[src/design/bounded_unordered_set_table_unit_defines.svh]
// Assertion macros used by the set table datapath.
// Depends on nothing. Users must have clk and arst_n in scope.
`ifndef BOUNDED_UNORDERED_SET_TABLE_UNIT_DEFINES_SVH
`define BOUNDED_UNORDERED_SET_TABLE_UNIT_DEFINES_SVH

// The consequent must hold in the same cycle as the antecedent.
`define BUST_ASSERT_IMPL(label, ante, cons) \
	label: assert property (@(posedge clk) disable iff (!arst_n) (ante) |-> (cons)) \
		else $error("set table assertion failed");

// The consequent must hold in the cycle after the antecedent.
`define BUST_ASSERT_NEXT(label, ante, cons) \
	label: assert property (@(posedge clk) disable iff (!arst_n) (ante) |=> (cons)) \
		else $error("set table assertion failed");

`endif

[src/design/bust_pkg.sv]
// Shared constants, command codes and control structs of the set table.
// Used by the controller, the datapath and the top level.
package bust_pkg;

	localparam int CAPACITY = 8;
	localparam int ADDR_W   = (CAPACITY > 1) ? $clog2(CAPACITY) : 1;
	localparam int CNT_W    = $clog2(CAPACITY + 1);
	localparam int VAL_W    = 32;
	localparam int CMD_W    = 2;
	localparam int POS_W    = 4;
	localparam int OCC_W    = 4;

	localparam int IN_FIELDS_W  = CMD_W + VAL_W;
	localparam int IN_TDATA_W   = ((IN_FIELDS_W + 7) / 8) * 8;
	localparam int OUT_FIELDS_W = 1 + POS_W + VAL_W + OCC_W;
	localparam int OUT_TDATA_W  = ((OUT_FIELDS_W + 7) / 8) * 8;
	localparam int OUT_PAD_W    = OUT_TDATA_W - OUT_FIELDS_W;

	localparam logic [CMD_W-1:0] CMD_INSERT = 2'd0;
	localparam logic [CMD_W-1:0] CMD_REMOVE = 2'd1;
	localparam logic [CMD_W-1:0] CMD_SEARCH = 2'd2;
	localparam logic [CMD_W-1:0] CMD_POP    = 2'd3;

	localparam logic [POS_W-1:0] POS_NONE = '1;

	typedef struct packed {
		logic load;
		logic scan;
		logic rd_last;
		logic apply;
	} bust_cmd_t;

	typedef struct packed {
		logic scan_done;
		logic scan_hit;
	} bust_stat_t;

endpackage

[src/design/bust_ram.sv]
// Generic single-write, single-read RAM with registered read data.
// Depends on nothing.
module bust_ram #(
	parameter int WIDTH = 32,
	parameter int DEPTH = 8
) (
	input  logic                                      clk,
	input  logic                                      we,
	input  logic [((DEPTH > 1) ? $clog2(DEPTH) : 1)-1:0] waddr,
	input  logic [WIDTH-1:0]                          wdata,
	input  logic                                      re,
	input  logic [((DEPTH > 1) ? $clog2(DEPTH) : 1)-1:0] raddr,
	output logic [WIDTH-1:0]                          rdata
);

	logic [WIDTH-1:0] mem_q [DEPTH];
	logic [WIDTH-1:0] rdata_q;

	always_ff @(posedge clk) begin
		if (we) begin
			mem_q[waddr] <= wdata;
		end
		if (re) begin
			rdata_q <= mem_q[raddr];
		end
	end

	assign rdata = rdata_q;

endmodule

[src/design/bust_ctrl.sv]
// Controller state machine of the set table: sequences load, scan, last-entry read and apply.
// Depends on bust_pkg.
module bust_ctrl import bust_pkg::*; (
	input  logic             clk,
	input  logic             arst_n,
	input  logic             in_valid,
	input  logic [CMD_W-1:0] in_op,
	output logic             in_ready,
	output logic             out_valid,
	input  logic             out_ready,
	input  bust_stat_t       stat,
	output bust_cmd_t        cmd
);

	localparam logic [1:0] ST_IDLE  = 2'd0;
	localparam logic [1:0] ST_SCAN  = 2'd1;
	localparam logic [1:0] ST_LAST  = 2'd2;
	localparam logic [1:0] ST_APPLY = 2'd3;

	logic [1:0] state_q;
	logic [1:0] state_d;
	logic       op_remove_q;
	logic       out_valid_q;
	logic       accept;
	logic       apply;

	assign in_ready = (state_q == ST_IDLE);
	assign accept   = in_valid && in_ready;
	assign apply    = (state_q == ST_APPLY) && (!out_valid_q || out_ready);

	always_comb begin
		state_d = state_q;
		unique case (state_q)
			ST_IDLE: begin
				if (accept) begin
					state_d = (in_op == CMD_POP) ? ST_LAST : ST_SCAN;
				end
			end
			ST_SCAN: begin
				if (stat.scan_done) begin
					state_d = (op_remove_q && stat.scan_hit) ? ST_LAST : ST_APPLY;
				end
			end
			ST_LAST: begin
				state_d = ST_APPLY;
			end
			ST_APPLY: begin
				if (apply) begin
					state_d = ST_IDLE;
				end
			end
			default: begin
				state_d = ST_IDLE;
			end
		endcase
	end

	always_ff @(posedge clk or negedge arst_n) begin
		if (!arst_n) begin
			state_q     <= ST_IDLE;
			op_remove_q <= 1'b0;
			out_valid_q <= 1'b0;
		end else begin
			state_q <= state_d;
			if (accept) begin
				op_remove_q <= (in_op == CMD_REMOVE);
			end
			if (apply) begin
				out_valid_q <= 1'b1;
			end else if (out_ready) begin
				out_valid_q <= 1'b0;
			end
		end
	end

	assign out_valid   = out_valid_q;
	assign cmd.load    = accept;
	assign cmd.scan    = (state_q == ST_SCAN);
	assign cmd.rd_last = (state_q == ST_LAST);
	assign cmd.apply   = apply;

endmodule

[src/design/bust_datapath.sv]
// Datapath of the set table: entry RAM, count, scan pointer, compare and result registers.
// Depends on bust_pkg, bust_ram and the assertion macros header.
`include "bounded_unordered_set_table_unit_defines.svh"

module bust_datapath import bust_pkg::*; (
	input  logic             clk,
	input  logic             arst_n,
	input  bust_cmd_t        cmd,
	output bust_stat_t       stat,
	input  logic [CMD_W-1:0] in_op,
	input  logic [VAL_W-1:0] in_value,
	output logic             success,
	output logic [POS_W-1:0] position,
	output logic [VAL_W-1:0] popped_value,
	output logic [OCC_W-1:0] occupancy
);

	logic [CMD_W-1:0]  op_q;
	logic [VAL_W-1:0]  val_q;
	logic [CNT_W-1:0]  cnt_q;
	logic [CNT_W-1:0]  cnt_d;
	logic [CNT_W-1:0]  idx_q;
	logic              cmpv_q;
	logic              started_q;
	logic [ADDR_W-1:0] cmp_slot_q;
	logic [ADDR_W-1:0] fslot_q;
	logic              found_q;

	logic              succ_q;
	logic [POS_W-1:0]  pos_q;
	logic [VAL_W-1:0]  pop_q;
	logic [OCC_W-1:0]  occ_q;

	logic              ram_we;
	logic [ADDR_W-1:0] ram_waddr;
	logic [VAL_W-1:0]  ram_wdata;
	logic              ram_re;
	logic [ADDR_W-1:0] ram_raddr;
	logic [VAL_W-1:0]  ram_rdata;

	logic              hit_now;
	logic              idx_live;
	logic              ok;
	logic [POS_W-1:0]  pos_d;
	logic [VAL_W-1:0]  pop_d;

	bust_ram #(
		.WIDTH(VAL_W),
		.DEPTH(CAPACITY)
	) u_ram (
		.clk  (clk),
		.we   (ram_we),
		.waddr(ram_waddr),
		.wdata(ram_wdata),
		.re   (ram_re),
		.raddr(ram_raddr),
		.rdata(ram_rdata)
	);

	assign hit_now        = cmpv_q && (ram_rdata == val_q);
	assign idx_live       = (idx_q < cnt_q);
	assign stat.scan_hit  = hit_now;
	assign stat.scan_done = hit_now || (started_q && !cmpv_q);

	assign ram_re    = cmd.scan || cmd.rd_last;
	assign ram_raddr = cmd.rd_last ? ADDR_W'(cnt_q - CNT_W'(1)) : ADDR_W'(idx_q);

	always_comb begin
		ok        = 1'b0;
		cnt_d     = cnt_q;
		pos_d     = POS_NONE;
		pop_d     = '0;
		ram_we    = 1'b0;
		ram_waddr = ADDR_W'(cnt_q);
		ram_wdata = val_q;
		unique case (op_q)
			CMD_INSERT: begin
				ok     = !found_q && (cnt_q < CNT_W'(CAPACITY));
				ram_we = cmd.apply && ok;
				if (ok) begin
					cnt_d = cnt_q + CNT_W'(1);
				end
			end
			CMD_REMOVE: begin
				ok        = found_q;
				ram_we    = cmd.apply && ok;
				ram_waddr = fslot_q;
				ram_wdata = ram_rdata;
				if (ok) begin
					cnt_d = cnt_q - CNT_W'(1);
				end
			end
			CMD_SEARCH: begin
				ok = found_q;
				if (ok) begin
					pos_d = POS_W'(fslot_q);
				end
			end
			CMD_POP: begin
				ok = (cnt_q != '0);
				if (ok) begin
					cnt_d = cnt_q - CNT_W'(1);
					pop_d = ram_rdata;
				end
			end
			default: begin
				ok = 1'b0;
			end
		endcase
	end

	always_ff @(posedge clk or negedge arst_n) begin
		if (!arst_n) begin
			cnt_q     <= '0;
			idx_q     <= '0;
			cmpv_q    <= 1'b0;
			started_q <= 1'b0;
			found_q   <= 1'b0;
		end else begin
			if (cmd.load) begin
				idx_q     <= '0;
				cmpv_q    <= 1'b0;
				started_q <= 1'b0;
			end else if (cmd.scan) begin
				cmpv_q    <= idx_live;
				started_q <= 1'b1;
				found_q   <= hit_now;
				if (idx_live) begin
					idx_q <= idx_q + CNT_W'(1);
				end
			end
			if (cmd.apply) begin
				cnt_q <= cnt_d;
			end
		end
	end

	always_ff @(posedge clk) begin
		if (cmd.load) begin
			op_q  <= in_op;
			val_q <= in_value;
		end
		if (cmd.scan) begin
			cmp_slot_q <= ADDR_W'(idx_q);
			fslot_q    <= cmp_slot_q;
		end
		if (cmd.apply) begin
			succ_q <= ok;
			pos_q  <= pos_d;
			pop_q  <= pop_d;
			occ_q  <= OCC_W'(cnt_d);
		end
	end

	assign success      = succ_q;
	assign position     = pos_q;
	assign popped_value = pop_q;
	assign occupancy    = occ_q;

	`BUST_ASSERT_IMPL(a_cnt_bound, 1'b1, cnt_q <= CNT_W'(CAPACITY))
	`BUST_ASSERT_IMPL(a_write_on_apply, ram_we, cmd.apply)
	`BUST_ASSERT_NEXT(a_cnt_hold, !cmd.apply, $stable(cnt_q))
	`BUST_ASSERT_IMPL(a_scan_ptr, cmd.scan, idx_q <= cnt_q)

endmodule

[src/design/bounded_unordered_set_table_unit.sv]
// Set table top level: pop reads the last stored entry, while insert, search and remove first
// scan the entries; the scan reads one stored entry per cycle from the entry RAM.
// One word is in work at a time; the next word is taken once the result is registered,
// even while that result still waits on the output side.
// Reset clears the entry count and the handshake state; the entry RAM is not cleared.
// Depends on bust_pkg, bust_ctrl and bust_datapath.
module bounded_unordered_set_table_unit import bust_pkg::*; (
	input  logic                   clk,
	input  logic                   arst_n,
	input  logic                   s_axis_tvalid,
	output logic                   s_axis_tready,
	// [1:0] command, [33:2] value, zero padding above.
	input  logic [IN_TDATA_W-1:0]  s_axis_tdata,
	output logic                   m_axis_tvalid,
	input  logic                   m_axis_tready,
	// [0] success, [4:1] position, [36:5] popped_value, [40:37] occupancy, zeros above.
	output logic [OUT_TDATA_W-1:0] m_axis_tdata
);

	bust_cmd_t        cmd;
	bust_stat_t       stat;
	logic [CMD_W-1:0] in_op;
	logic [VAL_W-1:0] in_value;
	logic             success;
	logic [POS_W-1:0] position;
	logic [VAL_W-1:0] popped_value;
	logic [OCC_W-1:0] occupancy;

	assign in_op    = s_axis_tdata[CMD_W-1:0];
	assign in_value = s_axis_tdata[CMD_W+VAL_W-1:CMD_W];

	bust_ctrl u_ctrl (
		.clk      (clk),
		.arst_n   (arst_n),
		.in_valid (s_axis_tvalid),
		.in_op    (in_op),
		.in_ready (s_axis_tready),
		.out_valid(m_axis_tvalid),
		.out_ready(m_axis_tready),
		.stat     (stat),
		.cmd      (cmd)
	);

	bust_datapath u_datapath (
		.clk         (clk),
		.arst_n      (arst_n),
		.cmd         (cmd),
		.stat        (stat),
		.in_op       (in_op),
		.in_value    (in_value),
		.success     (success),
		.position    (position),
		.popped_value(popped_value),
		.occupancy   (occupancy)
	);

	assign m_axis_tdata = {{OUT_PAD_W{1'b0}}, occupancy, popped_value, position, success};

endmodule
[config.mk]
export PLATFORM = sky130hd
export DESIGN_NAME = bounded_unordered_set_table_unit
export DESIGN_NICKNAME = d
export VERILOG_FILES = /design/src/design/bust_pkg.sv /design/src/design/bust_ram.sv /design/src/design/bust_ctrl.sv /design/src/design/bust_datapath.sv /design/src/design/bounded_unordered_set_table_unit.sv
export VERILOG_INCLUDE_DIRS = /design/src /design/src/design
export SDC_FILE = /design/constraint.sdc
export NUM_CORES = 1
export LEC_CHECK = 0
export ABC_AREA = 1
export CAP_MARGIN = 20
export CORE_UTILIZATION = 24
export CTS_BUF_LIST = sky130_fd_sc_hd__clkbuf_16
export CTS_CLUSTER_DIAMETER = 50
export DETAILED_ROUTE_END_ITERATION = 12
export DONT_BUFFER_PORTS = 1
export PLACE_DENSITY = 0.33
export SLEW_MARGIN = 10
export SYNTH_ARGS = -nofsm -noshare
export SYNTH_HDL_FRONTEND = slang
export SYNTH_SLANG_ARGS = --single-unit
[constraint.sdc]
create_clock -name clk -period 7.3 [get_ports clk]
set_clock_uncertainty 0.15 [all_clocks]
set_input_delay 0.73 -clock clk [delete_from_list [all_inputs] [get_ports clk]]
set_output_delay 0.73 -clock clk [all_outputs]
set_load 0.05 [all_outputs]
### After elaboration in Yosys (flattened, before gate mapping)

Memories as Yosys holds them, arrays and structs flattened. A register that Yosys moved wholly into a read port is not among the register bits.
Cells that the tools add are included.
W data, S select, Z words.

| storage, ports and cells | value |
|---|---|
| memories kept | 1 |
| bits in writable memories | 256 |
| logic and storage cells | 89 |
| output and inout port bits | 50 |
| register bits after elaboration | 96 |
| input port bits | 44 |

| operators by class | value |
|---|---|
| reduce and logical (&&, ||, !) cells | 26 |
| bitwise logic cells | 1 |
| magnitude comparators | 2 |
| $add $sub $neg | 3 |
| equality and inequality tests | 12 |
| multiplexer cells | 27 |

Memory list:

| memory | words | width | read ports | clocked after memory_dff | write ports | RTL line | source |
|---|---|---|---|---|---|---|---|
| u_datapath.u_ram.mem_q | 8 | 32 | 1 | 1 | 1 | bust_ram.sv:16 | `logic [WIDTH-1:0] mem_q [DEPTH];` |

Operators with widths:

| cell | count |
|---|---|
| $eq A32 B32 Y1 | 1 |
| $mux W32 | 1 |
| $mux W4 | 7 |
| $pmux W4 S3 | 1 |
| $eq A2 B2 Y1 const B | 5 |
| $mux W1 | 9 |
| $add A4 B1 Y4 const B | 2 |
| $logic_and A1 B1 Y1 | 8 |
| $mux W2 | 4 |
| $pmux W2 S4 | 1 |
| $reduce_and A2 Y1 | 4 |
| $eq A2 B1 Y1 const B | 3 |
| $mux W3 | 2 |
| $reduce_bool A2 Y1 | 3 |
| $logic_not A2 Y1 | 2 |
| $lt A4 B4 Y1 | 1 |
| $lt A4 B4 Y1 const B | 1 |
| $ne A2 B2 Y1 const B | 2 |
| $reduce_bool A4 Y1 | 1 |
| $sub A4 B1 Y4 const B | 1 |
| $logic_not A1 Y1 | 3 |
| $logic_or A1 B1 Y1 | 3 |
| $pmux W1 S3 | 1 |
| $reduce_and A3 Y1 | 1 |
| 4 further kinds | 4 |

### Longest topological paths before layout

| logic depth | value |
|---|---|
| word-level depth | 7 |
| mapped depth | 14 |
| gate-level depth less buffers | 14 |

### Modules after synthesis

From an unflattened synthesis, not the netlist that was laid out.

| unflattened totals | value |
|---|---|
| cells, all modules | 1693 |
| area total of the unflattened synthesis | 17103.9 um^2 |

Modules (own cells, without submodules):

| module | area an instance (um^2) | times used | cells each | seq. area each (um^2) |
|---|---|---|---|---|
| bust_ram | 12192.9 | 1 | 1156 | 8648.3 |
| bust_datapath | 4531.8 | 1 | 483 | 2707.6 |
| bust_ctrl | 315.3 | 1 | 45 | 100.1 |
| bounded_unordered_set_table_unit | 63.8 | 1 | 9 | 0.0 |

### Worst setup path before layout

OpenSTA, ideal clock, no wires.

| timing path | value |
|---|---|
| kind | register to register |
| from | reg u_datapath.op_q[1] |
| to | mem u_datapath.u_ram.mem_q[0][0], enable pin |
| arrival | 2761 ps |
| period minus slack after synthesis | 3332 ps |
| required time | 6729 ps |
| cell stages (with the launch flop) | 8 |
| path buffers | 1 |
| setup slack | 3968 ps |
| setup time | 421 ps |
| cells stage by stage | edfxtp_1 inv_1 ha_1 buf_2 inv_1 a211oi_1 nand2_1 nor2_1 |

| on the way | value |
|---|---|
| cells in the longest elaborated chain, start to end | 4 |
| elaborated cells on any way between the ends | 6 |
| classes of those cells | 1 x eq/ne; 4 x mux; 1 x reduce/logical |

RTL lines:

| what | RTL line | source |
|---|---|---|
| from (decl) | bust_datapath.sv:18 | `logic [CMD_W-1:0] op_q;` |
| from (signal assigned) | bust_datapath.sv:140 | `op_q <= in_op;` |
| $eq A2 B1 Y1 or $logic_not A2 Y1 (tied branches) | bust_datapath.sv:76 | `unique case (op_q)` |
| $pmux W1 S2 | bust_datapath.sv:76 |  |
| $mux W1 | bust_ram.sv:20 | `if (we) begin` |
| $mux W1 (not written as such) | bust_ram.sv:21 | `mem_q[waddr] <= wdata;` |
| to (decl) | bust_ram.sv:16 |  |

Parallel ways exist; a longest one is shown, timed or not.

### Worst setup path after layout

| timing path | value |
|---|---|
| from | reg u_ctrl.state_q[0] |
| to | reg u_datapath.u_ram.rdata_q[2], in the netlist u_datapath.u_ram.rdata[2], read port of u_datapath.u_ram.mem_q, data pin |

| on the way | value |
|---|---|
| cells in the longest elaborated chain, start to end | 2 |
| elaborated cells on any way between the ends | 4 |
| classes of those cells | 2 x eq/ne; 1 x mux; 1 x reduce/logical |

RTL lines:

| what | RTL line | source |
|---|---|---|
| from (decl) | bust_ctrl.sv:20 | `logic [1:0] state_q;` |
| from (signal assigned) | bust_ctrl.sv:64 | `state_q <= state_d;` |
| $eq A2 B2 Y1 or $eq A2 B1 Y1 (tied branches) | bust_ctrl.sv:79, bust_ctrl.sv:78 |  |
| $mux W3 or $logic_or A1 B1 Y1 (tied branches) | bust_datapath.sv:66, bust_datapath.sv:65 |  |
| to (decl) | bust_ram.sv:17 | `logic [WIDTH-1:0] rdata_q;` |

Parallel ways exist; a longest one is shown, timed or not.
A chain may end at the register's enable or synchronous reset.

==> reports/results.env <==
STATUS='completed'
GRT_FIRST_PASS_WIRELENGTH_UM=63140
CRITICAL_PATH.REG2REG.ENDPOINT='u_datapath.u_ram.rdata[2]'
MAXCLOCKFREQUENCY_MHz=228.8
GLOBAL_ROUTE.OVERFLOW_TOTAL=0
ROWS=93
FP.DIEAREA_MM2=0.06636
CLOCKBUFFERDEPTH=3
HP-CLASS='input pin to flip-flop'
FINALWEIGHTEDCONGESTION=0.7243
POSTSYNTHCELLCOUNT=1291
WORST-R2R-SETUP-SLACK_NS=2.93
SYNTH_AREA_LEADERS='sky130_fd_sc_hd__edfxtp_1, sky130_fd_sc_hd__nor2_1, sky130_fd_sc_hd__o21ai_0, sky130_fd_sc_hd__nand2_1, sky130_fd_sc_hd__dfrtp_1'
TRITONCTS='yes'
VIA_COUNT=9387
FINISH_STAGE_SETUP_VIOLS=0
NETLIST-CELL-TYPE-COUNT=34
GRT_SETUP_UNREPAIRED='no'
ROUTE.DETAILED.DRC=0
LAYOUTNONFILLERINSTCOUNT=2214
PLACED_AREA_MM2=0.01662
POST_DRT_VIA_CELL_RATIO=4.240
SYNTH-SEQ-AREA-SHARE_PCT=73.06
DRTPASS1ITERATIONS=5
SYNTHMOSTINSTANTIATEDCELL='sky130_fd_sc_hd__edfxtp_1'
CAP_VIOLATIONS=0
H-TREE-DEPTH=2
INITIAL_CORE_UTIL_PCT=24.32
CLOCK_TREE.ROOT_CELL='sky130_fd_sc_hd__clkbuf_16'
POST_CTS_BUFFERS=0
ORIGIN_OF_THE_CRITICAL_FLOP_TO_FLOP_PATH='u_ctrl.state_q[0]'
WORST_EP_REQUIRED_TIME_NS=7.45
WORST_IR_DROP_VDD_mV=0.1957
SYNTH_COMMON_CELLS='sky130_fd_sc_hd__edfxtp_1, sky130_fd_sc_hd__nor2_1, sky130_fd_sc_hd__nand2_1'
EDFF_COUNT_SYNTH=369
FINALSETUPTNS_NS=0
REGISTER_BIT_TOTAL_FROM_SYNTHESIS=384
NUMBER_OF_GLOBAL_ROUTE_VIAS_BEFORE_REPAIR=9537
CRITPATHBUFINV=4
HOLD_DEPTH=0
FINAL.PERIOD_UTILIZATION_PCT=59.86
AREAGROWTHSYNTHTOFINISH_PCT=18.60
IO_PINS=94
DETAIL_ROUTE.WIRELENGTH_UM=42470
POST_ROUTE_CELLS_DRIVE_ABOVE_1_SHARE_PCT=9.713
GRT_START_MAX_NET_PINS=85
ANTENNADIODECOUNT=0
POWER.DENSITY_mW_PER_MM2=470.5
MIN_DELAY_WORST_ENDPOINT='u_datapath.val_q[26]'
WORSTPATHARRIVAL_NS=4.52
ANT_NETS=0
SLEW_AT_THE_PIN_CLOSEST_TO_ITS_MAX_SLEW_LIMIT_NS=1.004
HOLD_SLACK_NS=0.07410
POST-DP-HPWL_UM=23060
CTS-BUFFERS-INSERTED=58
WORSTSKEWPAIRLATENCY_NS=0.60
POSTSYNTHAREAPERCELL_UM2=12.15
ROUTED_WIRE_LENGTH_PER_INSTANCE_UM=19.18
CORE-AREA_MM2=0.06446
PATH_MAX_FANOUT=84
FIN_NETS=1370
DIE_WIDTH_UM=257.6
SYNTH_TOP_AREA_SHARE_PCT=70.67
PORTBUFFERS=0
ANTENNA_VIOLATIONS_BEFORE_REPAIR=0
DIE_H_UM=257.6
TOTAL_LEAKAGE_POWER_nW=6.504
CTS.SINKS=384
FINISH.INSTANCE_AREA_MM2=0.01860
POST-PLACE-CELLS=2105
PATH_DELAY_FAMILY='buffers and inverters'
TOTAL_ROUTING_USAGE_REPORTED_BY_GLOBAL_ROUTING_PCT=12.86
SYNTHDOMINANTAREACELLTYPE='sky130_fd_sc_hd__edfxtp_1'
SLEW_HEADROOM_PCT=32.33
CLKSLEWWORSTSETUPHOLDPATHS_NS=0.06
MAPPEDNETLISTAREA_MM2=0.01568
YOSYS_MOST_USED_DFF='sky130_fd_sc_hd__edfxtp_1'
WORST_SETUP_PATH_CATEGORY='flip-flop to flip-flop'
HOLD_PATH_STARTPOINT='s_axis_tdata[28]'
ASYNC_FLOP_SHARE_PCT=3.906
REG2REGPATHDEPTH=11
PERIOD_MINUS_SLACK_NS=4.370
TIMING_MAX_TRANSITION_VIOLATIONS_FINAL=0
CP_CELL_SEQUENCE='inv_1 -> ha_1 -> inv_2 -> nand2_1 -> nand2_4 -> clkinv_2 -> buf_4 -> o21ai_0 -> o22ai_1 -> nor2_1 -> a31oi_1'
CRITICAL-PATH-SLOWEST-CELL='sky130_fd_sc_hd__clkinv_2'
CRITICAL_PATH.ENDPOINT_TYPE='flip-flop'
DETAILEDROUTE.FIRSTITERATIONVIOLATIONS=570
SYNTH_WARNINGS=0
WORST_SETUP_PATH_START_KIND='flip-flop'
FINAL_HOLD_VIOLATION_COUNT=0
CP_SLOWEST_STAGE_DELAY_NS=0.87
## where the power goes
group          total (mW)  switching (mW)  internal, mW  leakage [nW]
Sequential           3.45           0.438          3.01          3.56
Clock                2.81            1.05          1.76         0.964
Combinational        2.49            1.85         0.646          1.98
Total                8.75            3.33          5.42          6.50
## state kept, by name, indices dropped and copies added, names as in the netlist, 2 cells and up
signal,count
u_datapath.u_ram.mem_q,256
u_datapath.popped_value,32
u_datapath.u_ram.rdata,32
u_datapath.val_q,32
u_datapath.cnt_q,4
u_datapath.idx_q,4
u_datapath.occupancy,4
u_datapath.position,4
u_datapath.cmp_slot_q,3
u_datapath.fslot_q,3
u_ctrl.state_q,2
u_datapath.op_q,2
## kinds of logic (layout without fill, tap and decap cells)
| group | after synthesis | after routing | share of synthesized area, % |
|---|---|---|---|
| adders and majority gates | 15 | 15 | 1.197 |
| other | 1 | 7 | 0.02392 |
| buffers and inverters | 167 | 229 | 4.876 |
| and+or+nand+nor | 440 | 440 | 10.73 |
| xor gates and xnor gates | 12 | 12 | 0.6703 |
| AOI/OAI and AO/OA | 272 | 272 | 9.440 |
| DFF | 384 | 384 | 73.06 |
## routing by layer
| layer | track usage, % | routed length, µm | vias to the layer above | part of all wire, % |
|---|---|---|---|---|
| met2 | 20.82 | 19820 | 161 | 47 |
| met4 | 4.142 | 1068 | 0 | 2.5 |
| li1 | - | - | 4568 | - |
| met5 | 0 | 0 | - | 0 |
| met1 | 17.04 | 19850 | 4588 | 47 |
| met3 | 2.866 | 1733 | 70 | 4.1 |
## through the flow
stage	worst slack [ns]	util, %	power [mW]
detailed placement	2.819	25.78	6.074
finish	2.930	28.85	8.751
global placement	2.785	25.78	6.084
CTS	2.818	28.85	8.936
floorplan	3.968	-	5.225
global route	2.493	28.85	9.319
## cells in the final DEF (no fill, tap or decap), types with 10 or more instances in the layout
cell type and instances:
sky130_fd_sc_hd__a21oi_1 10, sky130_fd_sc_hd__a31oi_1 34, sky130_fd_sc_hd__buf_4 20, sky130_fd_sc_hd__clkbuf_16 59
sky130_fd_sc_hd__clkinv_1 12, sky130_fd_sc_hd__dfrtp_1 15, sky130_fd_sc_hd__edfxtp_1 369, sky130_fd_sc_hd__ha_1 13
sky130_fd_sc_hd__inv_1 100, sky130_fd_sc_hd__nand2_1 134, sky130_fd_sc_hd__nand3_1 11, sky130_fd_sc_hd__nor2_1 279
sky130_fd_sc_hd__o21ai_0 129, sky130_fd_sc_hd__o21ai_1 54, sky130_fd_sc_hd__o22ai_1 34
## worst max-delay path by stage
stage	start	endpoint	slack, ns	cells after the start
floorplan	u_datapath.op_q[1]	u_datapath.u_ram.mem_q[0][0]	3.97	7
global placement	u_ctrl.state_q[0]	u_datapath.u_ram.rdata[5]	2.78	11
detailed placement	u_ctrl.state_q[0]	u_datapath.u_ram.rdata[2]	2.82	11
CTS	u_ctrl.state_q[0]	u_datapath.u_ram.rdata[2]	2.82	11
global route	u_ctrl.state_q[0]	u_datapath.u_ram.rdata[1]	2.49	11
finish	u_ctrl.state_q[0]	u_datapath.u_ram.rdata[2]	2.93	11
## final cells by class
class	instances	area [µm²]
inverter	100	377.9
fill	6609	45870
sequential	384	11460
clock inverter	49	489.2
clock buffer	59	1476
timing repair buffer	21	160.2
multi-input combinational	746	3567
tap	855	1070
## timing repair
action                    in CTS  in global routing
resized for setup              0                  0
hold endpoints to repair      15                  0
hold buffers                   1                  0
Power figures use the tool's default switching activity.
